[src/rtl/core/ipv4rhc_pkg.sv]
package ipv4rhc_pkg;

    // Configuration register map
    localparam int unsigned CfgAddrW = 8;
    localparam logic [CfgAddrW-1:0] CFG_LOCAL_ADDR = 8'd0;
    localparam logic [CfgAddrW-1:0] CFG_NET_MASK   = 8'd1;

    localparam logic [31:0] LOCAL_ADDR_RST = 32'h0A00_020F;
    localparam logic [31:0] NET_MASK_RST   = 32'hFFFF_FF00;

    // Header geometry
    localparam logic [15:0] MIN_PKT_LEN  = 16'd20;
    localparam logic [5:0]  MIN_HDR_LEN  = 6'd20;
    localparam logic [3:0]  IPV4_VERSION = 4'd4;
    localparam logic [15:0] COUNT_MAX    = 16'hFFFF;
    localparam logic [31:0] ADDR_ALL_ONES = 32'hFFFF_FFFF;
    localparam logic [15:0] SUM_GOOD     = 16'hFFFF;

    // Byte positions inside the header
    localparam logic [15:0] POS_VER_IHL  = 16'd0;
    localparam logic [15:0] POS_TLEN_HI  = 16'd2;
    localparam logic [15:0] POS_TLEN_LO  = 16'd3;
    localparam logic [15:0] POS_PROTO    = 16'd9;
    localparam logic [15:0] POS_SRC_FIRST = 16'd12;
    localparam logic [15:0] POS_SRC_LAST  = 16'd15;
    localparam logic [15:0] POS_DST_FIRST = 16'd16;
    localparam logic [15:0] POS_DST_LAST  = 16'd19;

    // Protocol numbers
    localparam logic [7:0] PROTO_ICMP = 8'd1;
    localparam logic [7:0] PROTO_TCP  = 8'd6;
    localparam logic [7:0] PROTO_UDP  = 8'd17;

    typedef enum logic [2:0] {
        VERDICT_ACCEPT    = 3'd0,
        VERDICT_SHORT     = 3'd1,
        VERDICT_VERSION   = 3'd2,
        VERDICT_HDR_LEN   = 3'd3,
        VERDICT_TOT_LEN   = 3'd4,
        VERDICT_CHECKSUM  = 3'd5,
        VERDICT_NOT_OURS  = 3'd6,
        VERDICT_PROTO     = 3'd7
    } t_verdict;

    typedef enum logic [1:0] {
        CLASS_ICMP  = 2'd0,
        CLASS_UDP   = 2'd1,
        CLASS_TCP   = 2'd2,
        CLASS_OTHER = 2'd3
    } t_proto_class;

endpackage

[src/rtl/core/ipv4rhc_if.sv]
// Byte stream into the header checker
interface ipv4rhc_byte_if;
    logic       valid;
    logic       ready;
    logic [7:0] data_byte;
    logic       last;

    modport src (output valid, output data_byte, output last, input ready);
    modport snk (input valid, input data_byte, input last, output ready);
endinterface

// One verdict beat per packet
interface ipv4rhc_res_if;
    logic                      valid;
    logic                      ready;
    ipv4rhc_pkg::t_verdict     verdict;
    ipv4rhc_pkg::t_proto_class proto_class;
    logic [7:0]                protocol_number;
    logic [31:0]               source_addr;
    logic [5:0]                header_bytes;
    logic [15:0]               payload_bytes;

    modport src (output valid, output verdict, output proto_class, output protocol_number,
                 output source_addr, output header_bytes, output payload_bytes,
                 input ready);
    modport snk (input valid, input verdict, input proto_class, input protocol_number,
                 input source_addr, input header_bytes, input payload_bytes,
                 output ready);
    modport mon (input valid, input ready, input verdict, input proto_class,
                 input protocol_number, input source_addr, input header_bytes,
                 input payload_bytes);
endinterface

// Register write channel
interface ipv4rhc_cfg_if;
    logic                             valid;
    logic                             ready;
    logic [ipv4rhc_pkg::CfgAddrW-1:0] addr;
    logic [31:0]                      data;

    modport src (output valid, output addr, output data, input ready);
    modport snk (input valid, input addr, input data, output ready);
endinterface

[src/rtl/core/ipv4_receive_header_check_core.sv]
// IPv4 receive header check.
// i_byte carries the packet one byte per beat in wire order, starting at the
// first header byte; last marks the final byte. o_res gives one beat per
// packet with the verdict and the captured header fields. i_cfg writes
// local_addr (index 0) and the net mask (index 1); it is always ready and
// should only be written while no packet is in flight.
// Throughput: one byte per cycle, sustained while o_res.ready is high, including back-to-back packets
// of a single byte. The running sum and field capture are updated as each
// byte is taken, so the per-byte work is one 16-bit end-around add.
// Verdict path: the last byte closes the packet into a snapshot register; the
// checks run on the snapshot and their result goes into the output register.
// Stall: the snapshot and output registers hold two finished verdicts; while
// both are full and o_res.ready is low, i_byte.ready drops.
// Reset: clears the byte counter, sum, captured fields and the valid flags,
// and loads local_addr = 10.0.2.15 and the net mask = 255.255.255.0.
module ipv4_receive_header_check_core (
    input  logic               i_clk,
    input  logic               i_rst_n,
    ipv4rhc_byte_if.snk        i_byte,
    ipv4rhc_cfg_if.snk         i_cfg,
    ipv4rhc_res_if.src         o_res
);

    typedef struct packed {
        logic [15:0] plen;
        logic [15:0] sum;
        logic [7:0]  ver_ihl;
        logic [15:0] tot_len;
        logic [7:0]  proto;
        logic [31:0] src;
        logic [31:0] dst;
    } t_pkt_snap;

    // Configuration registers
    logic [31:0] r_local_addr;
    logic [31:0] r_net_mask;

    // Per-packet working state
    logic [15:0] r_byte_count, n_byte_count;
    logic [15:0] r_sum,        n_sum;
    logic [7:0]  r_pend,       n_pend;
    logic [7:0]  r_ver_ihl,    n_ver_ihl;
    logic [15:0] r_tot_len,    n_tot_len;
    logic [7:0]  r_proto,      n_proto;
    logic [31:0] r_src,        n_src;
    logic [31:0] r_dst,        n_dst;

    // Snapshot of a closed packet
    t_pkt_snap r_snap;
    logic      r_snap_valid;

    // Output register
    logic                      r_out_valid;
    ipv4rhc_pkg::t_verdict     r_verdict;
    ipv4rhc_pkg::t_proto_class r_class;
    logic [7:0]                r_out_proto;
    logic [31:0]               r_out_src;
    logic [5:0]                r_out_hlen;
    logic [15:0]               r_out_payload;

    logic        in_acc;
    logic        out_load;
    logic [7:0]  b;
    logic [15:0] pos;
    logic [5:0]  hlen_w;
    logic        in_hdr;
    logic [16:0] sum_raw;
    logic [15:0] sum_fold;

    logic [5:0]                hlen;
    logic [31:0]               bcast;
    ipv4rhc_pkg::t_proto_class cls;
    ipv4rhc_pkg::t_verdict     verdict;
    logic [15:0]               payload;

    // Handshakes
    assign out_load     = r_snap_valid && (!r_out_valid || o_res.ready);
    assign i_byte.ready = !r_snap_valid || out_load;
    assign in_acc       = i_byte.valid && i_byte.ready;
    assign i_cfg.ready  = 1'b1;

    // Field capture and running header sum for the incoming byte
    assign b   = i_byte.data_byte;
    assign pos = r_byte_count;

    always_comb begin
        n_ver_ihl = (pos == ipv4rhc_pkg::POS_VER_IHL) ? b : r_ver_ihl;
        n_tot_len = r_tot_len;
        if (pos == ipv4rhc_pkg::POS_TLEN_HI) begin
            n_tot_len = {b, r_tot_len[7:0]};
        end else if (pos == ipv4rhc_pkg::POS_TLEN_LO) begin
            n_tot_len = {r_tot_len[15:8], b};
        end
        n_proto = (pos == ipv4rhc_pkg::POS_PROTO) ? b : r_proto;
        n_src   = r_src;
        if (pos >= ipv4rhc_pkg::POS_SRC_FIRST && pos <= ipv4rhc_pkg::POS_SRC_LAST) begin
            n_src = {r_src[23:0], b};
        end
        n_dst = r_dst;
        if (pos >= ipv4rhc_pkg::POS_DST_FIRST && pos <= ipv4rhc_pkg::POS_DST_LAST) begin
            n_dst = {r_dst[23:0], b};
        end
        n_byte_count = (pos != ipv4rhc_pkg::COUNT_MAX) ? pos + 16'd1 : pos;
    end

    // Sum covers the first byte always, then bytes below the header length
    assign hlen_w   = {n_ver_ihl[3:0], 2'b00};
    assign in_hdr   = (pos == ipv4rhc_pkg::POS_VER_IHL) || (pos < {10'd0, hlen_w});
    assign sum_raw  = {1'b0, r_sum} + {1'b0, r_pend, b};
    assign sum_fold = sum_raw[16] ? (sum_raw[15:0] + 16'd1) : sum_raw[15:0];
    assign n_pend   = (in_hdr && !pos[0]) ? b : r_pend;
    assign n_sum    = (in_hdr && pos[0]) ? sum_fold : r_sum;

    // Checks on the closed packet, first failing check wins
    assign hlen  = {r_snap.ver_ihl[3:0], 2'b00};
    assign bcast = r_local_addr | ~r_net_mask;

    always_comb begin
        unique case (r_snap.proto)
            ipv4rhc_pkg::PROTO_ICMP: cls = ipv4rhc_pkg::CLASS_ICMP;
            ipv4rhc_pkg::PROTO_UDP:  cls = ipv4rhc_pkg::CLASS_UDP;
            ipv4rhc_pkg::PROTO_TCP:  cls = ipv4rhc_pkg::CLASS_TCP;
            default:                 cls = ipv4rhc_pkg::CLASS_OTHER;
        endcase
    end

    always_comb begin
        if (r_snap.plen < ipv4rhc_pkg::MIN_PKT_LEN) begin
            verdict = ipv4rhc_pkg::VERDICT_SHORT;
        end else if (r_snap.ver_ihl[7:4] != ipv4rhc_pkg::IPV4_VERSION) begin
            verdict = ipv4rhc_pkg::VERDICT_VERSION;
        end else if (hlen < ipv4rhc_pkg::MIN_HDR_LEN || {10'd0, hlen} > r_snap.plen) begin
            verdict = ipv4rhc_pkg::VERDICT_HDR_LEN;
        end else if (r_snap.tot_len > r_snap.plen
                     || r_snap.tot_len < {10'd0, hlen}) begin
            verdict = ipv4rhc_pkg::VERDICT_TOT_LEN;
        end else if (r_snap.sum != ipv4rhc_pkg::SUM_GOOD) begin
            verdict = ipv4rhc_pkg::VERDICT_CHECKSUM;
        end else if (r_snap.dst != r_local_addr && r_snap.dst != ipv4rhc_pkg::ADDR_ALL_ONES
                     && r_snap.dst != bcast) begin
            verdict = ipv4rhc_pkg::VERDICT_NOT_OURS;
        end else if (cls == ipv4rhc_pkg::CLASS_OTHER) begin
            verdict = ipv4rhc_pkg::VERDICT_PROTO;
        end else begin
            verdict = ipv4rhc_pkg::VERDICT_ACCEPT;
        end
    end

    assign payload = (verdict == ipv4rhc_pkg::VERDICT_ACCEPT)
                     ? r_snap.tot_len - {10'd0, hlen} : 16'd0;

    // Configuration writes
    always_ff @(posedge i_clk) begin
        if (!i_rst_n) begin
            r_local_addr <= ipv4rhc_pkg::LOCAL_ADDR_RST;
            r_net_mask   <= ipv4rhc_pkg::NET_MASK_RST;
        end else if (i_cfg.valid) begin
            unique case (i_cfg.addr)
                ipv4rhc_pkg::CFG_LOCAL_ADDR: r_local_addr <= i_cfg.data;
                ipv4rhc_pkg::CFG_NET_MASK:   r_net_mask   <= i_cfg.data;
                default: ;
            endcase
        end
    end

    // Working state: updated per byte, cleared after the last byte
    always_ff @(posedge i_clk) begin
        if (!i_rst_n) begin
            r_byte_count <= '0;
            r_sum        <= '0;
            r_pend       <= '0;
            r_ver_ihl    <= '0;
            r_tot_len    <= '0;
            r_proto      <= '0;
            r_src        <= '0;
            r_dst        <= '0;
        end else if (in_acc) begin
            if (i_byte.last) begin
                r_byte_count <= '0;
                r_sum        <= '0;
                r_pend       <= '0;
                r_ver_ihl    <= '0;
                r_tot_len    <= '0;
                r_proto      <= '0;
                r_src        <= '0;
                r_dst        <= '0;
            end else begin
                r_byte_count <= n_byte_count;
                r_sum        <= n_sum;
                r_pend       <= n_pend;
                r_ver_ihl    <= n_ver_ihl;
                r_tot_len    <= n_tot_len;
                r_proto      <= n_proto;
                r_src        <= n_src;
                r_dst        <= n_dst;
            end
        end
    end

    // Snapshot stage
    always_ff @(posedge i_clk) begin
        if (!i_rst_n) begin
            r_snap_valid <= 1'b0;
        end else if (in_acc && i_byte.last) begin
            r_snap_valid <= 1'b1;
        end else if (out_load) begin
            r_snap_valid <= 1'b0;
        end
    end

    always_ff @(posedge i_clk) begin
        if (in_acc && i_byte.last) begin
            r_snap.plen    <= n_byte_count;
            r_snap.sum     <= n_sum;
            r_snap.ver_ihl <= n_ver_ihl;
            r_snap.tot_len <= n_tot_len;
            r_snap.proto   <= n_proto;
            r_snap.src     <= n_src;
            r_snap.dst     <= n_dst;
        end
    end

    // Output register
    always_ff @(posedge i_clk) begin
        if (!i_rst_n) begin
            r_out_valid <= 1'b0;
        end else if (out_load) begin
            r_out_valid <= 1'b1;
        end else if (o_res.ready) begin
            r_out_valid <= 1'b0;
        end
    end

    always_ff @(posedge i_clk) begin
        if (out_load) begin
            r_verdict     <= verdict;
            r_class       <= cls;
            r_out_proto   <= r_snap.proto;
            r_out_src     <= r_snap.src;
            r_out_hlen    <= hlen;
            r_out_payload <= payload;
        end
    end

    assign o_res.valid           = r_out_valid;
    assign o_res.verdict         = r_verdict;
    assign o_res.proto_class     = r_class;
    assign o_res.protocol_number = r_out_proto;
    assign o_res.source_addr     = r_out_src;
    assign o_res.header_bytes    = r_out_hlen;
    assign o_res.payload_bytes   = r_out_payload;

endmodule

[src/flat_wrapper.sv]
// flat-port wrapper written by rule: the top's interface ports become plain ports
module ipv4_receive_header_check_core_flat 
  (i_clk, i_rst_n, i_byte_valid, i_byte_data_byte, i_byte_last, i_byte_ready, i_cfg_valid, i_cfg_addr, i_cfg_data, i_cfg_ready, o_res_valid, o_res_verdict, o_res_proto_class, o_res_protocol_number, o_res_source_addr, o_res_header_bytes, o_res_payload_bytes, o_res_ready);
  ipv4rhc_byte_if i_byte_i ();
  ipv4rhc_cfg_if i_cfg_i ();
  ipv4rhc_res_if o_res_i ();
  input  logic i_clk;
  input  logic i_rst_n;
  input wire logic [$bits(i_byte_i.valid)-1:0] i_byte_valid;
  input wire logic [$bits(i_byte_i.data_byte)-1:0] i_byte_data_byte;
  input wire logic [$bits(i_byte_i.last)-1:0] i_byte_last;
  output wire logic [$bits(i_byte_i.ready)-1:0] i_byte_ready;
  input wire logic [$bits(i_cfg_i.valid)-1:0] i_cfg_valid;
  input wire logic [$bits(i_cfg_i.addr)-1:0] i_cfg_addr;
  input wire logic [$bits(i_cfg_i.data)-1:0] i_cfg_data;
  output wire logic [$bits(i_cfg_i.ready)-1:0] i_cfg_ready;
  output wire logic [$bits(o_res_i.valid)-1:0] o_res_valid;
  output wire logic [$bits(o_res_i.verdict)-1:0] o_res_verdict;
  output wire logic [$bits(o_res_i.proto_class)-1:0] o_res_proto_class;
  output wire logic [$bits(o_res_i.protocol_number)-1:0] o_res_protocol_number;
  output wire logic [$bits(o_res_i.source_addr)-1:0] o_res_source_addr;
  output wire logic [$bits(o_res_i.header_bytes)-1:0] o_res_header_bytes;
  output wire logic [$bits(o_res_i.payload_bytes)-1:0] o_res_payload_bytes;
  input wire logic [$bits(o_res_i.ready)-1:0] o_res_ready;
  assign i_byte_i.valid = i_byte_valid;
  assign i_byte_i.data_byte = i_byte_data_byte;
  assign i_byte_i.last = i_byte_last;
  assign i_byte_ready = i_byte_i.ready;
  assign i_cfg_i.valid = i_cfg_valid;
  assign i_cfg_i.addr = i_cfg_addr;
  assign i_cfg_i.data = i_cfg_data;
  assign i_cfg_ready = i_cfg_i.ready;
  assign o_res_valid = o_res_i.valid;
  assign o_res_verdict = o_res_i.verdict;
  assign o_res_proto_class = o_res_i.proto_class;
  assign o_res_protocol_number = o_res_i.protocol_number;
  assign o_res_source_addr = o_res_i.source_addr;
  assign o_res_header_bytes = o_res_i.header_bytes;
  assign o_res_payload_bytes = o_res_i.payload_bytes;
  assign o_res_i.ready = o_res_ready;
  ipv4_receive_header_check_core u_core (.i_clk(i_clk), .i_rst_n(i_rst_n), .i_byte(i_byte_i), .i_cfg(i_cfg_i), .o_res(o_res_i));
endmodule
[config.mk]
export PLATFORM = sky130hd
export DESIGN_NAME = ipv4_receive_header_check_core_flat
export DESIGN_NICKNAME = d
export VERILOG_FILES = /design/src/rtl/core/ipv4rhc_pkg.sv /design/src/rtl/core/ipv4rhc_if.sv /design/src/rtl/core/ipv4_receive_header_check_core.sv /design/src/flat_wrapper.sv
export SDC_FILE = /design/constraint.sdc
export NUM_CORES = 1
export LEC_CHECK = 0
export BUFFER_PORTS_ARGS = -buffer_cell sky130_fd_sc_hd__buf_2
export CAP_MARGIN = 5
export CORE_MARGIN = 2
export CORE_UTILIZATION = 55
export DETAILED_ROUTE_END_ITERATION = 6
export GPL_ROUTABILITY_DRIVEN = 0
export PLACE_DENSITY = 0.74
export REMOVE_ABC_BUFFERS = 1
export SLEW_MARGIN = 20
export SYNTH_ARGS = -nofsm -noshare
export SYNTH_HDL_FRONTEND = slang
export SYNTH_SLANG_ARGS = --single-unit
[constraint.sdc]
create_clock -name i_clk -period 11.66 [get_ports i_clk]
set_input_delay 0.583 -clock i_clk [delete_from_list [all_inputs] [get_ports i_clk]]
set_output_delay 0.583 -clock i_clk [all_outputs]
set_load 0.05 [all_outputs]
### Word level (Yosys, flattened, before mapping)

Index checks and enable logic that the tools add are counted.

* flip-flop bits (word level): 395
* output and inout bits: 70
* input bits: 54
* word-level logic and storage cells: 111

* eq/ne operators: 14
* bitwise logic cells: 2
* order comparisons: 10
* add/subtract/negate cells: 4
* multiplexer cells: 30
* reductions and logical operators: 26

Operators with widths (number)
* 32-bit two-way mux: 4
* 16-bit two-way mux: 7
* 32-bit inequality test: 2
* 8-bit two-way mux: 7
* 16-bit by 1-bit adder with 16-bit output (second input constant): 2
* 16-bit by 2-bit == test with 1-bit output (second input constant): 2
* 16-bit by 6-bit less-than comparator with 1-bit output: 2
* 16-bit inequality test (second input constant): 2
* 32-bit inequality test (second input constant): 1
* 32-bit inverter: 1
* 32-bit bitwise OR: 1
* 3-bit two-way mux: 7
* 16-bit by 16-bit adder with 17-bit output: 1
* 16-bit by 4-bit == test with 1-bit output (second input constant): 1
* 8-bit by 1-bit == test with 1-bit output (second input constant): 2
* 16-bit by 4-bit greater-or-equal comparator with 1-bit output (second input constant): 1
* 16-bit by 5-bit greater-or-equal comparator with 1-bit output (second input constant): 1
* 16-bit > comparator: 1
* 6-bit by 16-bit > comparator with 1-bit output: 1
* 16-bit by 4-bit <= comparator with 1-bit output (second input constant): 1
* 16-bit by 5-bit <= comparator with 1-bit output (second input constant): 1
* 16-bit logical NOT: 1
* 16-bit by 5-bit less-than comparator with 1-bit output (second input constant): 1
* 16-bit by 6-bit subtractor with 16-bit output: 1
* other kinds (14): 35

### Longest topological paths before layout

* depth in word-level cells: 11
* gate-level depth with buffers: 18
* gate-level depth less buffers: 14

### Least setup slack after synthesis

OpenSTA, ideal clock, no wires.

* path type: flip-flop to flip-flop
* from: register u_core.r_out_valid, in the netlist u_core.o_res.valid
* to: register u_core.r_snap (netlist bit u_core.hlen[2]), enable pin
* stages on the path, launching flop included: 7
* buffers on the path: 1
* setup slack: 7.075 ns
* setup time: 0.480 ns
* data required time: 11.180 ns
* data arrival time: 4.105 ns
* path through: dfxtp_1 nor2b_1 nand2_1 and2_1 nand2_1 clkbuf_1 inv_1

* longest elaborated chain between the ends: 6

RTL lines
* from (decl): line ipv4_receive_header_check_core.sv:53 `logic r_out_valid;`
* from (signal assigned): line ipv4_receive_header_check_core.sv:226 `r_out_valid <= 1'b0;`
* from (signal assigned): line ipv4_receive_header_check_core.sv:228 `r_out_valid <= 1'b1;`
* from (signal assigned): line ipv4_receive_header_check_core.sv:230 `r_out_valid <= 1'b0;`
* 1-bit logical NOT: line ipv4_receive_header_check_core.sv:77 `assign out_load = r_snap_valid && (!r_out_valid || o_res.ready);`
* 1-bit logical OR: line ipv4_receive_header_check_core.sv:77
* 1-bit logical AND: line ipv4_receive_header_check_core.sv:77
* 1-bit logical OR: line ipv4_receive_header_check_core.sv:78 `assign i_byte.ready = !r_snap_valid || out_load;`
* named net i_byte_ready: line flat_wrapper.sv:12 `output wire logic [$bits(i_byte_i.ready)-1:0] i_byte_ready;`
* 1-bit logical AND: line ipv4_receive_header_check_core.sv:79 `assign in_acc = i_byte.valid && i_byte.ready;`
* 1-bit logical AND: line ipv4_receive_header_check_core.sv:212 `if (in_acc && i_byte.last) begin`
* to (decl): line ipv4_receive_header_check_core.sv:49 `t_pkt_snap r_snap;`

The timed path passes the listed nets, and every way through them passes these cells.
A chain may end at the register's enable or synchronous reset.

### Final worst setup path

* from: register u_core.r_byte_count[15], in the netlist u_core.pos[15]
* to: register u_core.r_sum[12]

* longest elaborated chain between the ends: 7

RTL lines
* from (decl): line ipv4_receive_header_check_core.sv:39 `logic [15:0] r_byte_count, n_byte_count;`
* from (signal assigned): line ipv4_receive_header_check_core.sv:188 `r_byte_count <= n_byte_count;`
* 16-bit logical NOT: line ipv4_receive_header_check_core.sv:87 `n_ver_ihl = (pos == ipv4rhc_pkg::POS_VER_IHL) ? b : r_ver_ihl;`
* 8-bit two-way mux: line ipv4_receive_header_check_core.sv:87
* named net u_core.n_ver_ihl[1]: line ipv4_receive_header_check_core.sv:42 `logic [7:0] r_ver_ihl, n_ver_ihl;`
* 16-bit by 6-bit less-than comparator with 1-bit output: line ipv4_receive_header_check_core.sv:108 `assign in_hdr = (pos == ipv4rhc_pkg::POS_VER_IHL) || (pos < {10'd0, hlen_w});`
* 1-bit logical OR: line ipv4_receive_header_check_core.sv:108
* 1-bit logical AND: line ipv4_receive_header_check_core.sv:112 `assign n_sum = (in_hdr && pos[0]) ? sum_fold : r_sum;`
* 16-bit two-way mux: line ipv4_receive_header_check_core.sv:112
* 16-bit two-way mux: line ipv4_receive_header_check_core.sv:178 `if (i_byte.last) begin`
* to (signal assigned): line ipv4_receive_header_check_core.sv:189 `r_sum <= n_sum;`
* to (decl): line ipv4_receive_header_check_core.sv:40 `logic [15:0] r_sum, n_sum;`

The timed path passes the listed nets, and every way through them passes these cells.

==> results.sh <==
export IMPL_status="complete, no violations"
export IMPL_die_height_um=185
export IMPL_holdPathStages=3
export IMPL_yosysUniqueCellTypes=85
export IMPL_cts_resized=0
export IMPL_clk_pin_slew_ns=0.06
export IMPL_maxCapViolCount=0
export IMPL_ys_seq_area_share_pct=54.8
export IMPL_r2r_start="u_core.pos[15]$_SDFFE_PN0P_"
export IMPL_synth_largest_area_cell="edfxtp_1"
export IMPL_cts_tree="built"
export IMPL_fin_total_pwr_uw=3000
export IMPL_num_nets_final=1867
export IMPL_synth_flop_cell="dfxtp_1"
export IMPL_hold_path_end="u_core.r_local_addr[1]$_SDFFE_PN1P_"
export IMPL_rsz0062_at_grt="false"
export IMPL_path_max_fanout=19
export IMPL_grt_overflow=0
export IMPL_synth_top_area_share_pct=32.3
export IMPL_grt_pass1_vias=12800
export IMPL_fin_crit_sh_pct=41.5
export IMPL_dr_total_vias=13400
export IMPL_vias_per_cell=5.99
export IMPL_grt_max_degree=96
export IMPL_wl_um=43300
export IMPL_slew_headroom_pct=20.5
export IMPL_hp_class="input port to register"
export IMPL_fin_tns_setup_ns=0
export IMPL_synth_top_cells_by_area="edfxtp_1 (32%), dfxtp_1 (23%), mux2_2 (6.0%), a22oi_1 (4.4%), nand2_1 (4.0%)"
export IMPL_crit_path_top_delay_cell="and4_1"
export IMPL_post_place_ws_ns=6.93
export IMPL_layout_common_cells="dfxtp_1 (202), edfxtp_1 (193), nand2_1 (189)"
export IMPL_reg2regPathDepth=14
export IMPL_core_region_area_um2=32400
export IMPL_dieArea_um2=34100
export IMPL_diodes=0
export IMPL_post_cts_buffers=0
export IMPL_clockBufferDepth=3
export IMPL_antenna_found_initial=0
export IMPL_peakVddDrop_v=0.000137
export IMPL_cts_sinks=395
export IMPL_rows=66
export IMPL_clock_skew_ns=0.0238
export IMPL_fillers=2630
export IMPL_worstPathArrival_ns=5.29
export IMPL_start_util_pct=55.5
export IMPL_drc=0
export IMPL_cp_slowest_stage_delay_ns=0.77
export IMPL_cts_root_buf="clkbuf_16"
export IMPL_crit_chain="or4_4, nor4_4, and4_1, mux2_2, inv_1, ha_1, nor2_1, maj3_1, o221a_2, o21a_1, o21ai_1, and2_1, nand2_1, o21ai_0"
export IMPL_ff_latch_area_um2=9840
export IMPL_grt_pass1_wl_um=68100
export IMPL_drtPass1Iterations=7
export IMPL_synth_area_per_cell_um2=10.7
export IMPL_syn_to_final_growth_pct=12.6
export IMPL_async_reset_ff_share_pct=0
export IMPL_r2r_slack_ns=6.83
export IMPL_hold_violations=0
export IMPL_io_buffers=120
export IMPL_hpwl_um=29100
export IMPL_htree_levels=2
export IMPL_drt_iter0_drc=1124
export IMPL_layout_drive_gt1_share_pct=17.6
export IMPL_yosysWarnings=0
export IMPL_fin_crit_ns=4.83
export IMPL_hold_start="i_cfg_data[1]"
export IMPL_r2r_end="u_core.r_sum[12]$_SDFFE_PN0P_"
export IMPL_required_ns=12.11
export IMPL_multi_input_area_um2=7620
export IMPL_worstSetupPathType="register to register"
export IMPL_maxSlewViolCount=0
export IMPL_fmax_mhz=207
export IMPL_cts_buffers=41
export IMPL_synth_edf_count=193
export IMPL_grtUsageTotal_pct=25.3
export IMPL_ant_nets=0
export IMPL_pwr_density_cell_nw_per_um2=148
export IMPL_synthesis_area_um2=18000
export IMPL_wl_per_cell_um=19.3
export IMPL_hold_buffers=0
export IMPL_power_leakage_uw=0.00776
export IMPL_setup_viol=0
export IMPL_dieWidth_um=185
export IMPL_worst_slew_pin_transition_ns=1.18
export IMPL_start_kind="register"
export IMPL_yosys_register_bits=395
export IMPL_io_pins=124
export IMPL_mostFrequentLayoutCell="dfxtp_1"
export IMPL_clkLatencyLatePin_ns=0.54
export IMPL_critPathCaptureType="register"
export IMPL_fin_ws_ns=6.83
export IMPL_syn_inst=1680
Yosys cell counts (all sizes together) (39+ instances only):
library cell and count:
ha 46, nand3 61, nor2 165, clkbuf 64
xnor2 39, mux2 97, xor2 45, dfxtp 202
nand2 193, o21ai 42, edfxtp 193, a21oi 78
a22oi 106
cells by family after synthesis:
group                    Yosys count  synth area share [%]
XOR/XNOR                          84                  4.10
adder cells (fa/ha/maj)           49                  3.48
multiplexers                     101                  6.30
buffers and inverters            129                  2.97
other                              2                0.0418
AND/OR/NAND/NOR                  582                  15.4
flip-flops                       395                  54.8
AO/OA/AOI/OAI                    338                  12.9
power by group:
part | internal [µW] | switching [µW] | total [µW]
sequential | 1480 | 18.7 | 1500
clock | 795 | 534 | 1330
combinational | 46.5 | 125 | 172
final cells by class:
class                      count  share of cell area, %
clock inverter                21                   1.22
multi-input combinational   1157                   37.7
timing repair buffer         131                   3.38
inverter                      39                  0.749
sequential                   395                   48.7
tap                          442                   2.74
clock buffer                  54                   5.57
routing by layer:
metal	global-route usage, %	routed length (µm)
met1	34.3	18800
met2	41.1	20400
met3	3.91	2810
met4	9.14	1270
met5	0	0
flip-flops by register name, indices dropped and copies added (netlist names), 4 cells and up:
register and flops:
u_core.hlen 4, u_core.o_res.header_bytes 4, u_core.o_res.payload_bytes 16, u_core.o_res.protocol_number 8
u_core.o_res.source_addr 32, u_core.pos 16, u_core.r_dst 32, u_core.r_local_addr 32
u_core.r_net_mask 32, u_core.r_pend 8, u_core.r_proto 8, u_core.r_snap 124
u_core.r_src 32, u_core.r_sum 16, u_core.r_tot_len 16, u_core.r_ver_ihl 8
through the flow:
stage | instances | cell area, µm² | hold WS [ns] | utilization, %
4_1_cts | 2239 | 20200 | 0.247 | 62.4
5_1_grt | 2239 | 20200 | 0.273 | 62.5
2_1_floorplan | 1591 | 17600 | 0.400 | -
3_5_place_dp | 2164 | 18800 | 0.405 | 58.2
6_report | 2239 | 20200 | 0.263 | 62.5
3_3_place_gp | 2164 | 18800 | 0.400 | 58.2
worst max-delay path by stage:
stage	startpoint	end	slack [ns]	depth (start not counted)
after floorplan	u_core.o_res.valid$_SDFFE_PN0P_	u_core.r_sum[14]$_SDFFE_PN0P_	5.82	8
after global placement	u_core.pos[15]$_SDFFE_PN0P_	u_core.r_sum[15]$_SDFFE_PN0P_	7.07	14
after detailed placement	u_core.pos[15]$_SDFFE_PN0P_	u_core.r_sum[9]$_SDFFE_PN0P_	6.93	14
after CTS	u_core.pos[15]$_SDFFE_PN0P_	u_core.r_sum[9]$_SDFFE_PN0P_	6.91	14
after global routing	u_core.pos[15]$_SDFFE_PN0P_	u_core.r_sum[15]$_SDFFE_PN0P_	6.58	14
final	u_core.pos[15]$_SDFFE_PN0P_	u_core.r_sum[12]$_SDFFE_PN0P_	6.83	14
critical path: cells and delay by family (launching register included):
family | cells | cell delay (ns)
buffers and inverters | 1 | 0.07
multiplexers | 1 | 0.44
flip-flops | 1 | 0.37
adder cells (fa/ha/maj) | 2 | 0.49
AND/OR/NAND/NOR | 6 | 2.16
AO/OA/AOI/OAI | 4 | 1.17
Power figures use the tool's default switching activity.
